`src/sv/ccrc_pkg.sv`:
```
// shared types, constants and the crc byte update for the chunked crc-32c core
package ccrc_pkg;

	localparam int unsigned DATA_W      = 8;
	localparam int unsigned CRC_W       = 32;
	localparam int unsigned SIZE_W      = 25;
	localparam int unsigned QUEUE_DEPTH = 4;

	localparam logic [SIZE_W-1:0] CHUNK_SIZE_RESET = SIZE_W'(16384);
	localparam logic [SIZE_W-1:0] CHUNK_MAX_BYTES  = SIZE_W'(16777216);
	localparam logic [CRC_W-1:0]  CRC_POLY_REFL    = 32'h82F6_3B78;
	localparam logic [CRC_W-1:0]  CRC_ALL_ONES     = 32'hFFFF_FFFF;

	// one classified byte on its way from front to back
	typedef struct packed {
		logic [DATA_W-1:0] data;
		logic              close;
		logic              last;
	} entry_t;

	// queue status seen by the front and back
	typedef struct packed {
		logic full;
		logic empty;
	} qstat_t;

	// reflected crc-32c, one byte lsb first, unrolled into an xor network
	function automatic logic [CRC_W-1:0] crc_byte(input logic [CRC_W-1:0] crc,
	                                              input logic [DATA_W-1:0] b);
		logic [CRC_W-1:0] c;
		c = crc ^ {{(CRC_W-DATA_W){1'b0}}, b};
		for (int k = 0; k < DATA_W; k++) begin
			c = c[0] ? (CRC_POLY_REFL ^ (c >> 1)) : (c >> 1);
		end
		return c;
	endfunction

endpackage

```
`src/sv/ccrc_front.sv`:
```
// front end: accepts bytes, counts chunk length and marks chunk closes
module ccrc_front (
	input  logic                        clk,
	input  logic                        arst_n,
	input  logic                        cfg_valid,
	input  logic [ccrc_pkg::SIZE_W-1:0] cfg_data,
	input  logic                        in_valid,
	input  logic [ccrc_pkg::DATA_W-1:0] in_data,
	input  logic                        in_last,
	input  ccrc_pkg::qstat_t            qstat,
	output logic                        in_ready,
	output logic                        push,
	output ccrc_pkg::entry_t            push_entry
);

	logic [ccrc_pkg::SIZE_W-1:0] chunk_size_q;
	logic [ccrc_pkg::SIZE_W-1:0] bytes_q;
	logic [ccrc_pkg::SIZE_W-1:0] eff_size;
	logic [ccrc_pkg::SIZE_W:0]   count;
	logic                        close;

	always_comb begin
		if (chunk_size_q == '0) begin
			eff_size = ccrc_pkg::SIZE_W'(1);
		end else if (chunk_size_q > ccrc_pkg::CHUNK_MAX_BYTES) begin
			eff_size = ccrc_pkg::CHUNK_MAX_BYTES;
		end else begin
			eff_size = chunk_size_q;
		end
	end

	assign count    = {1'b0, bytes_q} + (ccrc_pkg::SIZE_W+1)'(1);
	assign close    = in_last || (count >= {1'b0, eff_size});
	assign in_ready = !qstat.full;
	assign push     = in_valid && in_ready;

	assign push_entry.data  = in_data;
	assign push_entry.close = close;
	assign push_entry.last  = in_last;

	always_ff @(posedge clk or negedge arst_n) begin
		if (!arst_n) begin
			chunk_size_q <= ccrc_pkg::CHUNK_SIZE_RESET;
			bytes_q      <= '0;
		end else begin
			if (cfg_valid) begin
				chunk_size_q <= cfg_data;
			end
			if (push) begin
				bytes_q <= close ? '0 : count[ccrc_pkg::SIZE_W-1:0];
			end
		end
	end

	// an open chunk never reaches the largest chunk size
	a_bytes_bound: assert property (@(posedge clk) disable iff (!arst_n)
		bytes_q < ccrc_pkg::CHUNK_MAX_BYTES)
		else $error("open chunk count out of range");

endmodule

```
`src/sv/ccrc_queue.sv`:
```
// short fifo of classified bytes between front and back
module ccrc_queue #(
	parameter int unsigned DEPTH = ccrc_pkg::QUEUE_DEPTH
) (
	input  logic             clk,
	input  logic             arst_n,
	input  logic             push,
	input  ccrc_pkg::entry_t push_entry,
	input  logic             pop,
	output ccrc_pkg::entry_t head,
	output ccrc_pkg::qstat_t qstat
);

	localparam int unsigned PTR_W = (DEPTH > 1) ? $clog2(DEPTH) : 1;
	localparam int unsigned CNT_W = $clog2(DEPTH + 1);

	ccrc_pkg::entry_t  mem_q [DEPTH];
	logic [PTR_W-1:0]  wr_ptr_q;
	logic [PTR_W-1:0]  rd_ptr_q;
	logic [CNT_W-1:0]  count_q;

	assign head        = mem_q[rd_ptr_q];
	assign qstat.full  = (count_q == CNT_W'(DEPTH));
	assign qstat.empty = (count_q == '0);

	always_ff @(posedge clk) begin
		if (push) begin
			mem_q[wr_ptr_q] <= push_entry;
		end
	end

	always_ff @(posedge clk or negedge arst_n) begin
		if (!arst_n) begin
			wr_ptr_q <= '0;
			rd_ptr_q <= '0;
			count_q  <= '0;
		end else begin
			if (push) begin
				wr_ptr_q <= (wr_ptr_q == PTR_W'(DEPTH - 1)) ? '0 : wr_ptr_q + PTR_W'(1);
			end
			if (pop) begin
				rd_ptr_q <= (rd_ptr_q == PTR_W'(DEPTH - 1)) ? '0 : rd_ptr_q + PTR_W'(1);
			end
			if (push && !pop) begin
				count_q <= count_q + CNT_W'(1);
			end else if (pop && !push) begin
				count_q <= count_q - CNT_W'(1);
			end
		end
	end

	a_no_overfill: assert property (@(posedge clk) disable iff (!arst_n)
		count_q <= CNT_W'(DEPTH))
		else $error("queue count above depth");

	a_no_underrun: assert property (@(posedge clk) disable iff (!arst_n)
		pop |-> !qstat.empty)
		else $error("pop from empty queue");

	a_no_overrun: assert property (@(posedge clk) disable iff (!arst_n)
		(push && qstat.full) |-> pop)
		else $error("push into full queue");

endmodule

```
`src/sv/ccrc_back.sv`:
```
// back end: crc update per byte and the registered checksum output
module ccrc_back (
	input  logic                       clk,
	input  logic                       arst_n,
	input  ccrc_pkg::entry_t           head,
	input  ccrc_pkg::qstat_t           qstat,
	output logic                       pop,
	output logic                       out_valid,
	input  logic                       out_ready,
	output logic [ccrc_pkg::CRC_W-1:0] out_checksum,
	output logic                       out_final
);

	logic [ccrc_pkg::CRC_W-1:0] crc_q;
	logic [ccrc_pkg::CRC_W-1:0] crc_next;
	logic [ccrc_pkg::CRC_W-1:0] checksum_q;
	logic                       final_q;
	logic                       valid_q;

	assign crc_next = ccrc_pkg::crc_byte(crc_q, head.data);
	// a closing byte waits only while an untaken checksum sits in the output
	assign pop      = !qstat.empty && (!head.close || !valid_q || out_ready);

	always_ff @(posedge clk or negedge arst_n) begin
		if (!arst_n) begin
			crc_q   <= ccrc_pkg::CRC_ALL_ONES;
			valid_q <= 1'b0;
		end else begin
			if (pop) begin
				crc_q <= head.close ? ccrc_pkg::CRC_ALL_ONES : crc_next;
			end
			if (pop && head.close) begin
				valid_q <= 1'b1;
			end else if (out_ready) begin
				valid_q <= 1'b0;
			end
		end
	end

	always_ff @(posedge clk) begin
		if (pop && head.close) begin
			checksum_q <= ~crc_next;
			final_q    <= head.last;
		end
	end

	assign out_valid    = valid_q;
	assign out_checksum = checksum_q;
	assign out_final    = final_q;

	// a stalled checksum is never overwritten by the next chunk close
	a_no_overwrite: assert property (@(posedge clk) disable iff (!arst_n)
		(valid_q && !out_ready) |-> !(pop && head.close))
		else $error("checksum overwritten while stalled");

	// the crc restarts from all ones after every chunk close
	a_crc_restart: assert property (@(posedge clk) disable iff (!arst_n)
		(pop && head.close) |=> (crc_q == ccrc_pkg::CRC_ALL_ONES))
		else $error("crc not restarted after chunk close");

endmodule

```
`src/sv/chunked_crc32c_checksum_core.sv`:
```
// top level of the chunked crc-32c checksum core
//
// channel  dir  handshake                     payload
// s_*      in   s_tvalid / s_tready           s_tdata[7:0] data_byte, s_tlast end_of_data
// m_*      out  m_tvalid / m_tready           m_tdata[31:0] checksum, m_tlast final_chunk
// cfg_*    in   cfg_valid / cfg_ready (hi)    cfg_data[24:0] chunk_size
//
// one byte per cycle sustained while the queue has room; the crc update is a combinational xor network in the back end
// a byte reaches the crc through the queue write, then the back-end update
// a checksum shows on m_* the cycle after its closing byte leaves the queue
// reset clears the chunk count, the crc (all ones), the queue and the output; chunk_size
// returns to 16384
// an m_* stall holds only a closing byte; the queue keeps taking bytes until it is full
module chunked_crc32c_checksum_core #(
	parameter int unsigned QUEUE_DEPTH = ccrc_pkg::QUEUE_DEPTH
) (
	input  logic        clk,
	input  logic        arst_n,
	// byte stream in
	input  logic        s_tvalid,
	output logic        s_tready,
	input  logic [7:0]  s_tdata,   // [7:0] data_byte
	input  logic        s_tlast,   // end_of_data
	// checksum stream out
	output logic        m_tvalid,
	input  logic        m_tready,
	output logic [31:0] m_tdata,   // [31:0] checksum
	output logic        m_tlast,   // final_chunk
	// chunk size register write
	input  logic        cfg_valid,
	output logic        cfg_ready,
	input  logic [24:0] cfg_data   // [24:0] chunk_size
);

	ccrc_pkg::entry_t push_entry;
	ccrc_pkg::entry_t head;
	ccrc_pkg::qstat_t qstat;
	logic             push;
	logic             pop;

	// the register is always writable
	assign cfg_ready = 1'b1;

	// front: count bytes, decide where each chunk closes
	ccrc_front u_front (
		.clk        (clk),
		.arst_n     (arst_n),
		.cfg_valid  (cfg_valid),
		.cfg_data   (cfg_data),
		.in_valid   (s_tvalid),
		.in_data    (s_tdata),
		.in_last    (s_tlast),
		.qstat      (qstat),
		.in_ready   (s_tready),
		.push       (push),
		.push_entry (push_entry)
	);

	// decoupling queue so the output stall does not stop intake at once
	ccrc_queue #(
		.DEPTH (QUEUE_DEPTH)
	) u_queue (
		.clk        (clk),
		.arst_n     (arst_n),
		.push       (push),
		.push_entry (push_entry),
		.pop        (pop),
		.head       (head),
		.qstat      (qstat)
	);

	// back: crc of the open chunk and the registered result
	ccrc_back u_back (
		.clk          (clk),
		.arst_n       (arst_n),
		.head         (head),
		.qstat        (qstat),
		.pop          (pop),
		.out_valid    (m_tvalid),
		.out_ready    (m_tready),
		.out_checksum (m_tdata),
		.out_final    (m_tlast)
	);

endmodule

```
`config.mk`:
```
export PLATFORM = sky130hd
export DESIGN_NAME = chunked_crc32c_checksum_core
export DESIGN_NICKNAME = d
export VERILOG_FILES = /design/src/sv/ccrc_pkg.sv /design/src/sv/ccrc_front.sv /design/src/sv/ccrc_queue.sv /design/src/sv/ccrc_back.sv /design/src/sv/chunked_crc32c_checksum_core.sv
export SDC_FILE = /design/constraint.sdc
export NUM_CORES = 1
export LEC_CHECK = 0
export ABC_AREA = 0
export BUFFER_PORTS_ARGS = -buffer_cell sky130_fd_sc_hd__buf_2
export CAP_MARGIN = 10
export CORE_UTILIZATION = 40
export CTS_BUF_LIST = sky130_fd_sc_hd__clkbuf_8
export DETAILED_ROUTE_END_ITERATION = 8
export SETUP_SLACK_MARGIN = 0.2
export SYNTH_ARGS = -nofsm -noshare
export SYNTH_HDL_FRONTEND = slang
export SYNTH_SLANG_ARGS = --single-unit
```
`constraint.sdc`:
```
create_clock -name clk -period 7.4 [get_ports clk]
set_input_delay 0.37 -clock clk [delete_from_list [all_inputs] [get_ports clk]]
set_output_delay 0.37 -clock clk [all_outputs]
set_load 0.01 [all_outputs]
```
Word-level counts from Yosys, hierarchy flattened
Memory sizes are Yosys's and may differ from the RTL's.
Index checks and enable logic that the tools add are counted.
{"block": "classes", "addsub": 5, "reduce_logical": 18, "bitwise": 10, "muxes": 20, "order_cmp": 2, "eq_ne": 3}
{"cell": "two-way mux 32 bit", "n": 9}
{"cell": "NOT 16 -> 17 bit", "n": 8}
{"cell": "two-way mux 25 bit", "n": 3}
{"cell": "NOT 32 bit", "n": 1}
{"cell": "bitwise XOR 32 x 8 -> 32 bit", "n": 1}
{"cell": "adder 25 x 1 -> 26 bit (second input constant)", "n": 1}
{"cell": "greater-or-equal comparator 26 x 25 -> 1 bit", "n": 1}
{"cell": "> comparator 25 bit (second input constant)", "n": 1}
{"cell": "logical NOT 25 bit", "n": 1}
{"cell": "logical NOT 1 bit", "n": 6}
{"cell": "two-way mux 3 bit", "n": 2}
{"cell": "logical AND 1 bit", "n": 5}
{"cell": "adder 2 x 1 -> 2 bit (second input constant)", "n": 2}
{"cell": "equality test 2 bit (second input constant)", "n": 2}
{"cell": "two-way mux 1 bit", "n": 4}
{"cell": "two-way mux 2 bit", "n": 2}
{"cell": "nonzero test 2 bit", "n": 2}
{"cell": "adder 3 x 1 -> 3 bit (second input constant)", "n": 1}
{"cell": "equality test 3 bit (second input constant)", "n": 1}
{"cell": "logical NOT 3 bit", "n": 1}
{"cell": "logical OR 1 bit", "n": 3}
{"cell": "subtractor 3 x 1 -> 3 bit (second input constant)", "n": 1}
{"block": "word_totals", "input_bits": 39, "ramBits": 40, "ff_bits": 123, "output_inout_bits": 36, "memories": 1, "elab_cells": 68}
{"memory": "u_queue.mem_q", "depth": 4, "width": 10, "rd": 1, "rd_clocked_by_memory_dff": 0, "write_ports": 1, "line_no": "ccrc_queue.sv:17", "text": "ccrc_pkg::entry_t mem_q [DEPTH];"}

Longest topological paths before layout
Gate-level depths: netlist of run 1.
An unclocked memory read counts as a cell.
{"block": "logic_depth", "depth_word": 19, "ltp_mapped": 18, "ltp_nobuf": 17}

Cells and area by module
From an unflattened synthesis of run 1, not the netlist that was laid out.
{"block": "hier_totals", "cells_unflattened": 658, "hier_area_um2": 8319.2}
{"mod": "ccrc_back", "seq_area_each_um2": 1856.8, "n_inst": 1, "cells_per_inst": 240, "area_per_inst_um2": 3238.1}
{"mod": "ccrc_front", "seq_area_each_um2": 1252.5, "n_inst": 1, "cells_per_inst": 327, "area_per_inst_um2": 3209.3}
{"mod": "ccrc_queue", "seq_area_each_um2": 1376.3, "n_inst": 1, "cells_per_inst": 89, "area_per_inst_um2": 1860.5}
{"mod": "chunked_crc32c_checksum_core", "seq_area_each_um2": 0.0, "n_inst": 1, "cells_per_inst": 2, "area_per_inst_um2": 11.3}

Worst setup path before layout of run 1
No wires, ideal clock.
{"block": "synth_path", "path_type": "register to register", "from": "register u_front.bytes_q[4] (netlist name)", "to": "register u_front.bytes_q[12] (netlist name)", "path_buffers": 1, "setup_time_ns": 0.137, "arrival_time_ns": 3.513, "stages_incl_launch_ff": 18, "t_required_ns": 7.263, "path_slack_ns": 3.750, "period_less_slack_ns": 3.650, "path_cell_list": "dfrtp_1 -> and3_1 -> and3_1 -> nand3_1 -> or3_1 -> or2_2 -> xnor2_1 -> ha_1 -> nand4_1 -> nor4_1 -> nor2_1 -> a21boi_0 -> o21ai_0 -> a31oi_1 -> nor2_1 -> inv_1 -> clkbuf_1 -> o21ai_0"}
{"block": "synth_via", "elab_chain_cells": 4}
{"item": "start, declared", "line_no": "ccrc_front.sv:17", "text": "logic [ccrc_pkg::SIZE_W-1:0] bytes_q;"}
{"item": "start signal, assigned", "line_no": "ccrc_front.sv:50", "text": "bytes_q <= close ? '0 : count[ccrc_pkg::SIZE_W-1:0];"}
{"item": "adder 25 x 1 -> 26 bit", "line_no": "ccrc_front.sv:32", "text": "assign count = {1'b0, bytes_q} + (ccrc_pkg::SIZE_W+1)'(1);"}
{"item": "greater-or-equal comparator 26 x 25 -> 1 bit", "line_no": "ccrc_front.sv:33", "text": "assign close = in_last || (count >= {1'b0, eff_size});"}
{"item": "logical OR 1 bit", "line_no": "ccrc_front.sv:33"}
{"item": "net u_front.close", "line_no": "ccrc_front.sv:20", "text": "logic close;"}
{"item": "two-way mux 25 bit", "line_no": "ccrc_front.sv:50"}
The timed path passes the listed nets, and every way through them passes these cells.
A chain may end at the register's enable or synchronous reset.

Worst setup path in the final report of run 1
{"block": "layout_path", "from": "register u_front.chunk_size_q[19] (netlist name)", "to": "register u_front.bytes_q[23] (netlist name)"}
{"block": "layout_via", "elab_chain_cells": 6, "elab_cells_between_ends": 7, "cone_classes": "order compare: 2; mux: 3; reduce/logical: 2"}
{"item": "start, declared", "line_no": "ccrc_front.sv:16", "text": "logic [ccrc_pkg::SIZE_W-1:0] chunk_size_q;"}
{"item": "start signal, assigned", "line_no": "ccrc_front.sv:43", "text": "chunk_size_q <= ccrc_pkg::CHUNK_SIZE_RESET;"}
{"item": "start signal, assigned", "line_no": "ccrc_front.sv:47", "text": "chunk_size_q <= cfg_data;"}
{"item": "> comparator 25 bit", "line_no": "ccrc_front.sv:25", "text": "end else if (chunk_size_q > ccrc_pkg::CHUNK_MAX_BYTES) begin"}
{"item": "two-way mux 25 bit", "line_no": "ccrc_front.sv:25"}
{"item": "two-way mux 25 bit *", "line_no": "ccrc_front.sv:23", "text": "if (chunk_size_q == '0) begin"}
{"item": "greater-or-equal comparator 26 x 25 -> 1 bit *", "line_no": "ccrc_front.sv:33"}
{"item": "logical OR 1 bit *", "line_no": "ccrc_front.sv:33"}
{"item": "two-way mux 25 bit *", "line_no": "ccrc_front.sv:50"}
Every way passes the cells marked *; elsewhere a longest branch is shown, timed or not.

==> impl_results.md, run 1 <==
- Status: finished clean
- Main combinational cell family by area after synthesis: XOR/XNOR gates
- Max Clock Skew: 0.0108 ns
- Met2 GRT Util: 0.288
- Final Cycle Share: 0.597
- Pre-CTS WS: 3.02 ns
- Startpoint Class: register
- Vias per Instance: 5.13
- FF-to-FF Start: u_front.chunk_size_q[19]$_DFFE_PN0P_
- Area growth syn-to-layout: 12.4%
- Post-route ant nets: 0
- Ys Warns: 0
- Layout cells sized above 1: 0.263
- Netlist cell types: 50
- Max_cap viols: 0
- Final Slew Violations: 0
- I/O Buffers: 73
- Relative slew slack: 0.369
- Synth Cell Area: 8240 sq um
- Core ar.: 20200 sq um
- WP data arrival: 4.79 ns
- Final Setup Violations: 0
- Simple-Gate Fraction of Synth Area: 0.107
- DP HPWL: 12100 um
- CTS Root Cell: clkbuf_8
- Final #Nets: 808
- R2r setup slk: 2.98 ns
- First-pass GRT wire length: 28100 um
- Critical-path top delay cell: o21ai_1
- Top FF cell, synth: edfxtp_1
- Gr ovfl total: 0
- Area leader, netlist: edfxtp_1
- Achievable Freq: 226 MHz
- Number of global-route vias before repair: 5462
- Synth Area in XOR/XNOR: 0.140
- Crit. End Element: register
- TritonCTS clock tree: yes
- Finished Core Util: 0.458
- RSZ-0062 raised after global routing: no
- Cell family with the largest share of critical-path delay: compound AO/OA/AOI/OAI gates
- CTS Buf Count: 17
- Async SR Flop Fraction: 0.552
- Fin cells: 1019
- Top cell type's share of synthesized area: 0.266
- Min Tclk post-route: 4.42 ns
- Hold Fails Final Rpt: 0
- Routed length per instance: 16.4 um
- Hold EP: u_front.chunk_size_q[24]$_DFFE_PN0P_
- Initial core utilization: 0.407
- Post-synthesis average cell area: 12.4 sq um
- Synth Area in Compound Gates: 0.0724
- Area contributors post-synth: edfxtp_1, dfrtp_1, dfstp_2
- Synthesis-stage register bit count: 163
- Crit Path Class: register to register
- Register-to-Register Path Depth: 15
- Setup TNS: 0 ns
- Setup ws final: 2.98 ns
- GPL Wtd Cong: 0.830
- Max stage delay on crit path: 0.78 ns
- CP Data Required Time: 7.77 ns
- Worst Path Max Fanout: 16
- EDFF count, synth: 73
- Clk pin slew, worst setup/hold paths: 0.09 ns
- Hold Path Depth: 3
- Cells along the critical path: nor4_1, nand4_1, o21ai_1, nand2_1, ha_1, nor2b_1, o21a_1, o21ai_0, a21oi_1, o221ai_1, a31oi_1, buf_4, nor2_1, inv_1, o21ai_0
- Dpl cells: 985
- Worst-Margin Slew: 0.940 ns
- Mux share of post-synthesis cell area: 0.0638
- Sink Count: 163
- Commonest non-fill, non-tap cell in the layout: edfxtp_1
- GRT busiest layer: met2
- Die width: 146 um
- Initial antenna violation count: 0
- Largest net degree at the start of global routing: 66
- Antenna cell count: 0
- CP dominant cell by count: o21ai_0
- Hold/Removal Path Class: primary input to register
- Initial detailed-routing violation count: 317
- Die area: 21200 sq um
- Fillers: 1808
- Vias post-DR: 5224
- Rows: 52
- Met1 Track Usage GR: 0.212
- Met3 Use GR: 0.0404
- Worst Path Buf+Inv: 2
- DRT Pass-1 Iters: 5
- Die H: 146 um
- Post-Syn Instances: 666
- Total Wirelength: 16700 um
- All-Layer GR Usage: 0.170
- Register area share after synthesis: 0.544
- Post-Synth Adder-Cell Area: 0.0510
- Leading cell types in the layout, fill and taps excluded: edfxtp_1, buf_2, nand2_1, xnor2_1, dfrtp_1
- Post_cts resized: 0
- CTS HTree Levels: 4
- Clock Latency Late Sink: 0.46 ns
- Drt drc: 0
- Hold Crit Start: cfg_data[24]
- Ports: 75
- Synthesized netlist net count: 738
- RR Endpoint: u_front.bytes_q[23]$_DFFE_PN0P_
- CTS max path bufs: 2
state kept, by name, summed over array words and instances, names as in the netlist:
register	flops
u_queue.rd_ptr_q	2
u_back.out_checksum	32
u_front.bytes_q	25
u_back.out_valid	1
u_queue.wr_ptr_q	2
u_back.crc_q	32
u_queue.count_q	3
u_queue.mem_q	40
u_front.chunk_size_q	25
u_back.out_final	1
repair_timing:
| action | in CTS | in global routing |
|---|---|---|
| setup buffers | 0 | 0 |
| hold buffers | 1 | 0 |
| endpoints found under the hold margin | 24 | 0 |
stage by stage:
step                      hold slack [ns]  cell area (sq um)
final                               0.124               9260
after floorplan                    0.0744               8240
after global routing               0.0857               9260
after detailed placement            0.303               8870
after global placement              0.289               8870
after CTS                          0.0882               9240
layout make-up:
| class | count | area (sq um) | area share |
|---|---|---|---|
| inverters | 14 | 52.6 | 0.00567 |
| clock buffers | 17 | 234 | 0.0253 |
| flip-flops and latches | 163 | 4490 | 0.484 |
| well taps | 270 | 338 | 0.0365 |
| repair buffers | 80 | 443 | 0.0478 |
| multi-input cells | 460 | 3590 | 0.387 |
| clock inverters | 15 | 121 | 0.0131 |
synth_stat cells (all sizes together) (20+ instances only):
library cell / count
a21oi: 39
clkbuf: 23
dfrtp: 57
dfstp: 33
edfxtp: 73
ha: 32
mux2: 25
nand2: 69
nor2: 25
nor3: 38
o21ai: 20
xnor2: 76
xor2: 30
layer usage:
| layer | share of wire | vias to the layer above |
|---|---|---|
| met5 | 0 | - |
| met4 | 0.020 | 0 |
| met3 | 0.035 | 22 |
| met2 | 0.51 | 103 |
| met1 | 0.44 | 2563 |
| li1 | - | 2536 |
worst min-delay path: stages:
cell     delay, ns
buf_2         0.07
nand2_1       0.04
o21ai_0       0.06
how the worst max path moves through the flow:
stage          slack, ns                               to  depth (start not counted)                            startpoint
6_report            2.98  u_front.bytes_q[23]$_DFFE_PN0P_                         15  u_front.chunk_size_q[19]$_DFFE_PN0P_
4_1_cts             3.02  u_front.bytes_q[23]$_DFFE_PN0P_                         15  u_front.chunk_size_q[19]$_DFFE_PN0P_
3_5_place_dp        3.02  u_front.bytes_q[23]$_DFFE_PN0P_                         15  u_front.chunk_size_q[19]$_DFFE_PN0P_
3_3_place_gp        3.20    u_queue.mem_q[2][1]$_DFFE_PP_                         14  u_front.chunk_size_q[19]$_DFFE_PN0P_
2_1_floorplan       3.75  u_front.bytes_q[12]$_DFFE_PN0P_                         17        u_front.bytes_q[4]$_DFFE_PN0P_
5_1_grt             2.57  u_front.bytes_q[23]$_DFFE_PN0P_                         15  u_front.chunk_size_q[19]$_DFFE_PN0P_
cells by family after synthesis:
kind of cell,Yosys count
multiplexers,35
AND/OR/NAND/NOR,189
adder cells (fa/ha/maj),33
flip-flops,163
XOR/XNOR,106
AO/OA/AOI/OAI,96
buffers and inverters,43
other,1
Power of run 1 is left out: the tool's default activity adds up to more than one toggle a clock period on the data nets, which glitch-free logic cannot reach.
==> run 2, diff against run 1 <==
Clock period 7.4 ns to 4.4 ns, I/O delays scaled along.
==> impl_results.md, run 2 (synthesis gave the netlist of run 1 again) <==
- Hold EP: u_back.out_valid$_DFFE_PN0P_ (was u_front.chunk_size_q[24]$_DFFE_PN0P_)
- I/O Buffers: 73 (unchanged)
- Relative slew slack: 0.524 (was 0.369)
- Largest net degree at the start of global routing: 49 (was 66)
- Commonest non-fill, non-tap cell in the layout: edfxtp_1 (unchanged)
- Achievable Freq: 256 MHz (was 226 MHz)
- Worst Path Buf+Inv: 1 (was 2)
- TritonCTS clock tree: yes (unchanged)
- Max Clock Skew: 0.0128 ns (was 0.0108 ns)
- Area growth syn-to-layout: 18.1% (was 12.4%)
- Total Wirelength: 17000 um (was 16700 um)
- GPL Wtd Cong: 0.873 (was 0.830)
- Hold Crit Start: m_tready (was cfg_data[24])
- Ports: 75 (unchanged)
- Critical-path top delay cell: or4_4 (was o21ai_1)
- Initial detailed-routing violation count: 286 (was 317)
- Crit. End Element: register (unchanged)
- Vias post-DR: 5412 (was 5224)
- Sink Count: 163 (unchanged)
- DP HPWL: 12400 um (was 12100 um)
- CTS Buf Count: 17 (unchanged)
- CTS Root Cell: clkbuf_8 (unchanged)
- Hold Fails Final Rpt: 0 (unchanged)
- Area after DPL: 8930 sq um (was 8870 sq um)
- Final #Nets: 850 (was 808)
- Biggest register: u_queue.mem_q (unchanged)
- Final Slew Violations: 0 (unchanged)
- Clock Latency Late Sink: 0.46 ns (about the same)
- Die H: 146 um (unchanged)
- Die width: 146 um (unchanged)
- Vias per Instance: 5.10 (was 5.13)
- First-pass GRT wire length: 28200 um (was 28100 um)
- Drt drc: 0 (unchanged)
- Core ar.: 20200 sq um (unchanged)
- Register-to-Register Path Depth: 14 (was 15)
- FF-to-FF Start: u_front.bytes_q[8]$_DFFE_PN0P_ (was u_front.chunk_size_q[19]$_DFFE_PN0P_)
- CP dominant cell by count: nor2_1 (was o21ai_0)
- Cell family with the largest share of critical-path delay: simple AND/OR/NAND/NOR gates (was compound AO/OA/AOI/OAI gates)
- Initial antenna violation count: 0 (unchanged)
- Post-route ant nets: 0 (unchanged)
- Clk pin slew, worst setup/hold paths: 0.09 ns (about the same)
- R2r setup slk: 0.49 ns (was 2.98 ns)
- CTS HTree Levels: 4 (unchanged)
- Max_cap viols: 0 (unchanged)
- Final Cycle Share: 0.888 (was 0.597)
- Number of flip-flops in the largest register: 40 (unchanged)
- Setup TNS: 0 ns (unchanged)
- Startpoint Class: register (unchanged)
- CTS max path bufs: 2 (unchanged)
- Die area: 21200 sq um (unchanged)
- Min Tclk post-route: 3.91 ns (was 4.42 ns)
- Finished Core Util: 0.481 (was 0.458)
- DRT Pass-1 Iters: 5 (unchanged)
- Final Setup Violations: 0 (unchanged)
- CP startpoint: u_front.bytes_q[8]$_DFFE_PN0P_ (was u_front.chunk_size_q[19]$_DFFE_PN0P_)
- Max stage delay on crit path: 0.60 ns (was 0.78 ns)
- Antenna cell count: 0 (unchanged)
- Number of global-route vias before repair: 5483 (was 5462)
- Layout cells sized above 1: 0.274 (was 0.263)
- Critical Path Stages: 14 (was 15)
- Rows: 52 (unchanged)
- Status: finished clean (unchanged)
- Pre-CTS WS: 0.350 ns (was 3.02 ns)
- Hold/Removal Path Class: primary input to register (unchanged)
- Routed length per instance: 16.0 um (was 16.4 um)
- RSZ-0062 raised after global routing: no (unchanged)
- RR Endpoint: u_front.bytes_q[22]$_DFFE_PN0P_ (was u_front.bytes_q[23]$_DFFE_PN0P_)
- Initial core utilization: 0.407 (unchanged)
- CP Data Required Time: 4.76 ns (was 7.77 ns)
- Gr ovfl total: 0 (unchanged)
- Setup ws final: 0.495 ns (was 2.98 ns)
- Cells along the critical path: nand3_1, nor2_1, nand2_1, or4_4, nor2_1, xor2_1, ha_1, a211oi_1, o211ai_1, o221ai_1, a31oi_1, buf_4, or3_4, o31ai_1 (was nor4_1, nand4_1, o21ai_1, nand2_1, ha_1, nor2b_1, o21a_1, o21ai_0, a21oi_1, o221ai_1, a31oi_1, buf_4, nor2_1, inv_1, o21ai_0)
- Fillers: 1803 (was 1808)
- Leading cell types in the layout, fill and taps excluded: edfxtp_1, buf_2, nand2_1, xnor2_1, dfrtp_1 (unchanged)
- Hold Path Depth: 3 (unchanged)
- WP data arrival: 4.26 ns (was 4.79 ns)
- All-Layer GR Usage: 0.170 (about the same)
- Worst-Margin Slew: 0.713 ns (was 0.940 ns)
- Design area: 9730 sq um (was 9260 sq um)
- Crit Path Class: register to register (unchanged)
- Worst Path Max Fanout: 13 (was 16)
run 2: changes by cell type in the layout (fill, tap and decap cells not counted), moves of 2 or more:
| cell | delta |
|---|---|
| dlygate4sd3_1 | +34 |
| buf_4 | +9 |
| clkinv_2 | -3 |
| dfrtp_1 | -3 |
| dfrtp_2 | +3 |
| clkinv_8 | +2 |
| inv_1 | -2 |
| inv_8 | +2 |
| nand3_1 | -2 |
| nand3_2 | +2 |
| nor2_1 | -2 |
| nor2_2 | +2 |
run 2: how the worst max path moves through the flow:
stage | to | slack (ns)
finish | u_front.bytes_q[22]$_DFFE_PN0P_ | 0.49
global route | u_front.bytes_q[11]$_DFFE_PN0P_ | 0.20
CTS | u_front.bytes_q[22]$_DFFE_PN0P_ | 0.29
detailed placement | u_front.bytes_q[22]$_DFFE_PN0P_ | 0.35
global placement | u_front.bytes_q[22]$_DFFE_PN0P_ | 0.48
floorplan | u_front.bytes_q[12]$_DFFE_PN0P_ | 0.75
run 2: final cells by class:
type                       instances  area, sq um  share of cell area
timing repair buffer             122          823              0.0846
clock buffer                      17          234              0.0240
multi-input combinational        460         3620               0.372
tap                              270          338              0.0347
clock inverter                    15          178              0.0183
inverter                          14         52.6             0.00540
sequential                       163         4490               0.461
run 2: worst register-to-register path, delay by kind of cell, from the launching register on:
kind	cells	cell delay, ns
AND/OR/NAND/NOR	6	1.70
AO/OA/AOI/OAI	5	0.93
flip-flops	1	0.45
adder cells (fa/ha/maj)	1	0.28
XOR/XNOR	1	0.24
buffers and inverters	1	0.21
run 2: metrics by stage:
stage	cells	hold WS, ns
finish	1061	0.126
floorplan	666	-0.0756
global route	1061	0.114
detailed placement	993	0.264
global placement	993	0.240
CTS	1060	0.104
run 2: repair_timing:
action	in CTS	in global routing
hold endpoints to repair	84	0
setup endpoints to repair	0	22
resized for setup	0	11
buffers inserted	0	1
hold buffers	35	0
run 2: routing by layer:
layer / wire (um) / part of all wire / track usage / vias to the layer above
met5: 0 / 0 / 0 / -
met4: 439 / 0.026 / 0.0768 / 0
met3: 532 / 0.031 / 0.0323 / 32
met2: 8660 / 0.51 / 0.288 / 114
met1: 7390 / 0.43 / 0.213 / 2659
li1: - / - / - / 2607
Power of run 2 is left out for the same reason.
==> run 3, diff against run 2 <==
--- a/config.mk
+++ b/config.mk
@@ -8,5 +8,5 @@
 export ABC_AREA = 0
 export BUFFER_PORTS_ARGS = -buffer_cell sky130_fd_sc_hd__buf_2
-export CAP_MARGIN = 10
+export CAP_MARGIN = 0
 export CORE_UTILIZATION = 40
 export CTS_BUF_LIST = sky130_fd_sc_hd__clkbuf_8
==> constraint.sdc (replaced) <==
create_clock -name clk -period 4.4 [get_ports clk]
set_input_delay 0 -clock clk [delete_from_list [all_inputs] [get_ports clk]]
set_output_delay 0 -clock clk [all_outputs]
set_load 0.01 [all_outputs]
==> impl_results.md, run 3 (synthesis gave the netlist of run 1 again) <==
- Antenna cell count: 0 (unchanged)
- All-Layer GR Usage: 0.171 (was 0.170)
- Die area: 21200 sq um (unchanged)
- Sink Count: 163 (unchanged)
- TritonCTS clock tree: yes (unchanged)
- Area growth syn-to-layout: 18.2% (was 18.1%)
- Worst Path Max Fanout: 13 (unchanged)
- Register-to-Register Path Depth: 14 (unchanged)
- Vias per Instance: 5.12 (was 5.10)
- Ports: 75 (unchanged)
- Layout cells sized above 1: 0.274 (about the same)
- Commonest non-fill, non-tap cell in the layout: edfxtp_1 (unchanged)
- FF-to-FF Start: u_front.bytes_q[8]$_DFFE_PN0P_ (unchanged)
- Cells along the critical path: nand3_1, nor2_1, nand2_1, or4_4, nor2_1, xor2_1, ha_1, a211oi_1, o211ai_1, o221ai_1, a31oi_1, buf_4, or3_4, o31ai_1 (unchanged)
- Status: finished clean (unchanged)
- Largest net degree at the start of global routing: 49 (unchanged)
- Total Wirelength: 17100 um (was 17000 um)
- CTS Root Cell: clkbuf_8 (unchanged)
- Final #Nets: 851 (was 850)
- WP data arrival: 4.28 ns (was 4.26 ns)
- Gr ovfl total: 0 (unchanged)
- Crit. End Element: register (unchanged)
- Initial detailed-routing violation count: 308 (was 286)
- CP Data Required Time: 4.76 ns (about the same)
- DP HPWL: 12400 um (unchanged)
- First-pass GRT wire length: 28300 um (was 28200 um)
- Critical Path Stages: 14 (unchanged)
- Fin cells: 1062 (was 1061)
- Achievable Freq: 255 MHz (was 256 MHz)
- Final Setup Violations: 0 (unchanged)
- Relative slew slack: 0.508 (was 0.524)
- Number of global-route vias before repair: 5493 (was 5483)
- Post-route ant nets: 0 (unchanged)
- Worst Path Buf+Inv: 1 (unchanged)
- Final Cycle Share: 0.891 (was 0.888)
- R2r setup slk: 0.48 ns (was 0.49 ns)
- Max Clock Skew: 0.0129 ns (was 0.0128 ns)
- Routed length per instance: 16.1 um (was 16.0 um)
- Initial core utilization: 0.407 (unchanged)
- Max_cap viols: 0 (unchanged)
- CTS Buf Count: 17 (unchanged)
- Cell family with the largest share of critical-path delay: simple AND/OR/NAND/NOR gates (unchanged)
- Worst-Margin Slew: 0.737 ns (was 0.713 ns)
- Startpoint Class: register (unchanged)
- Min Tclk post-route: 3.92 ns (was 3.91 ns)
- Design area: 9740 sq um (was 9730 sq um)
- Vias post-DR: 5440 (was 5412)
- Clock Latency Late Sink: 0.46 ns (about the same)
- Initial antenna violation count: 0 (unchanged)
- Rows: 52 (unchanged)
- Core ar.: 20200 sq um (unchanged)
- Leading cell types in the layout, fill and taps excluded: edfxtp_1, buf_2, nand2_1, xnor2_1, dfrtp_1 (unchanged)
- CTS HTree Levels: 4 (unchanged)
- Hold Crit Start: cfg_valid (was m_tready)
- RSZ-0062 raised after global routing: no (unchanged)
- Fillers: 1801 (was 1803)
- I/O Buffers: 73 (unchanged)
- Area after DPL: 8930 sq um (unchanged)
- Hold Fails Final Rpt: 0 (unchanged)
- Die H: 146 um (unchanged)
- GPL Wtd Cong: 0.873 (unchanged)
- Max stage delay on crit path: 0.60 ns (about the same)
- Hold EP: u_front.chunk_size_q[24]$_DFFE_PN0P_ (was u_back.out_valid$_DFFE_PN0P_)
- Final Slew Violations: 0 (unchanged)
- Hold/Removal Path Class: primary input to register (unchanged)
- Dpl cells: 993 (unchanged)
- Critical-path top delay cell: or4_4 (unchanged)
- Number of flip-flops in the largest register: 40 (unchanged)
- Setup TNS: 0 ns (unchanged)
- Biggest register: u_queue.mem_q (unchanged)
- Die width: 146 um (unchanged)
- CTS max path bufs: 2 (unchanged)
- Crit Path Class: register to register (unchanged)
- Hold Path Depth: 3 (unchanged)
- Drt drc: 0 (unchanged)
- DRT Pass-1 Iters: 5 (unchanged)
- CP dominant cell by count: nor2_1 (unchanged)
- RR Endpoint: u_front.bytes_q[22]$_DFFE_PN0P_ (unchanged)
- Clk pin slew, worst setup/hold paths: 0.09 ns (about the same)
==> run 3: cell count changes in the layout (fill, tap and decap cells not counted) <==
cell,previous run,this run
dlygate4sd3_1,35,36
==> run 3: repair_timing <==
action | in CTS | in global routing
endpoints found under the setup margin | 0 | 22
hold endpoints to repair | 104 | 0
hold buffers | 36 | 0
setup buffers | 0 | 1
gates resized for setup | 0 | 11
==> run 3: routing by layer <==
metal | vias up | track usage | routed length (um)
met5 | - | 0 | 0
met2 | 117 | 0.288 | 8680
met3 | 28 | 0.0323 | 553
met4 | 0 | 0.0768 | 431
li1 | 2614 | - | -
met1 | 2681 | 0.213 | 7440
==> run 3: layout make-up <==
cell class | instances | area, sq um | share of cell area
inverter | 14 | 52.6 | 0.00539
timing repair buffer | 123 | 833 | 0.0855
multi-input combinational | 460 | 3620 | 0.371
tap | 270 | 338 | 0.0347
sequential | 163 | 4490 | 0.461
clock buffer | 17 | 234 | 0.0240
clock inverter | 15 | 178 | 0.0182
==> run 3: worst reg2reg max path, cell delays in order (launching register included) <==
cell and delay, ns:
dfrtp_1 0.45, nand3_1 0.15, nor2_1 0.22, nand2_1 0.13, or4_4 0.60, nor2_1 0.14, xor2_1 0.24, ha_1 0.28
a211oi_1 0.23, o211ai_1 0.15, o221ai_1 0.20, a31oi_1 0.10, buf_4 0.21, or3_4 0.46, o31ai_1 0.25
==> run 3: worst max-delay path by stage <==
stage | startpoint | to | slack [ns]
2_1_floorplan | u_front.bytes_q[4]$_DFFE_PN0P_ | u_front.bytes_q[12]$_DFFE_PN0P_ | 0.75
3_5_place_dp | u_front.bytes_q[15]$_DFFE_PN0P_ | u_front.bytes_q[22]$_DFFE_PN0P_ | 0.35
4_1_cts | u_front.bytes_q[15]$_DFFE_PN0P_ | u_front.bytes_q[22]$_DFFE_PN0P_ | 0.29
3_3_place_gp | u_front.bytes_q[15]$_DFFE_PN0P_ | u_front.bytes_q[22]$_DFFE_PN0P_ | 0.48
5_1_grt | u_front.bytes_q[1]$_DFFE_PN0P_ | u_front.bytes_q[11]$_DFFE_PN0P_ | 0.20
6_report | u_front.bytes_q[8]$_DFFE_PN0P_ | u_front.bytes_q[22]$_DFFE_PN0P_ | 0.48
==> run 3: through the flow <==
stage | utilization | hold WS (ns) | setup WS (ns)
2_1_floorplan | - | -0.296 | 0.750
3_3_place_gp | 0.441 | 0.0196 | 0.483
3_5_place_dp | 0.441 | 0.0441 | 0.350
4_1_cts | 0.479 | 0.0118 | 0.286
5_1_grt | 0.481 | 0.0628 | 0.203
6_report | 0.481 | 0.0457 | 0.481
Power of run 3 is left out for the same reason.
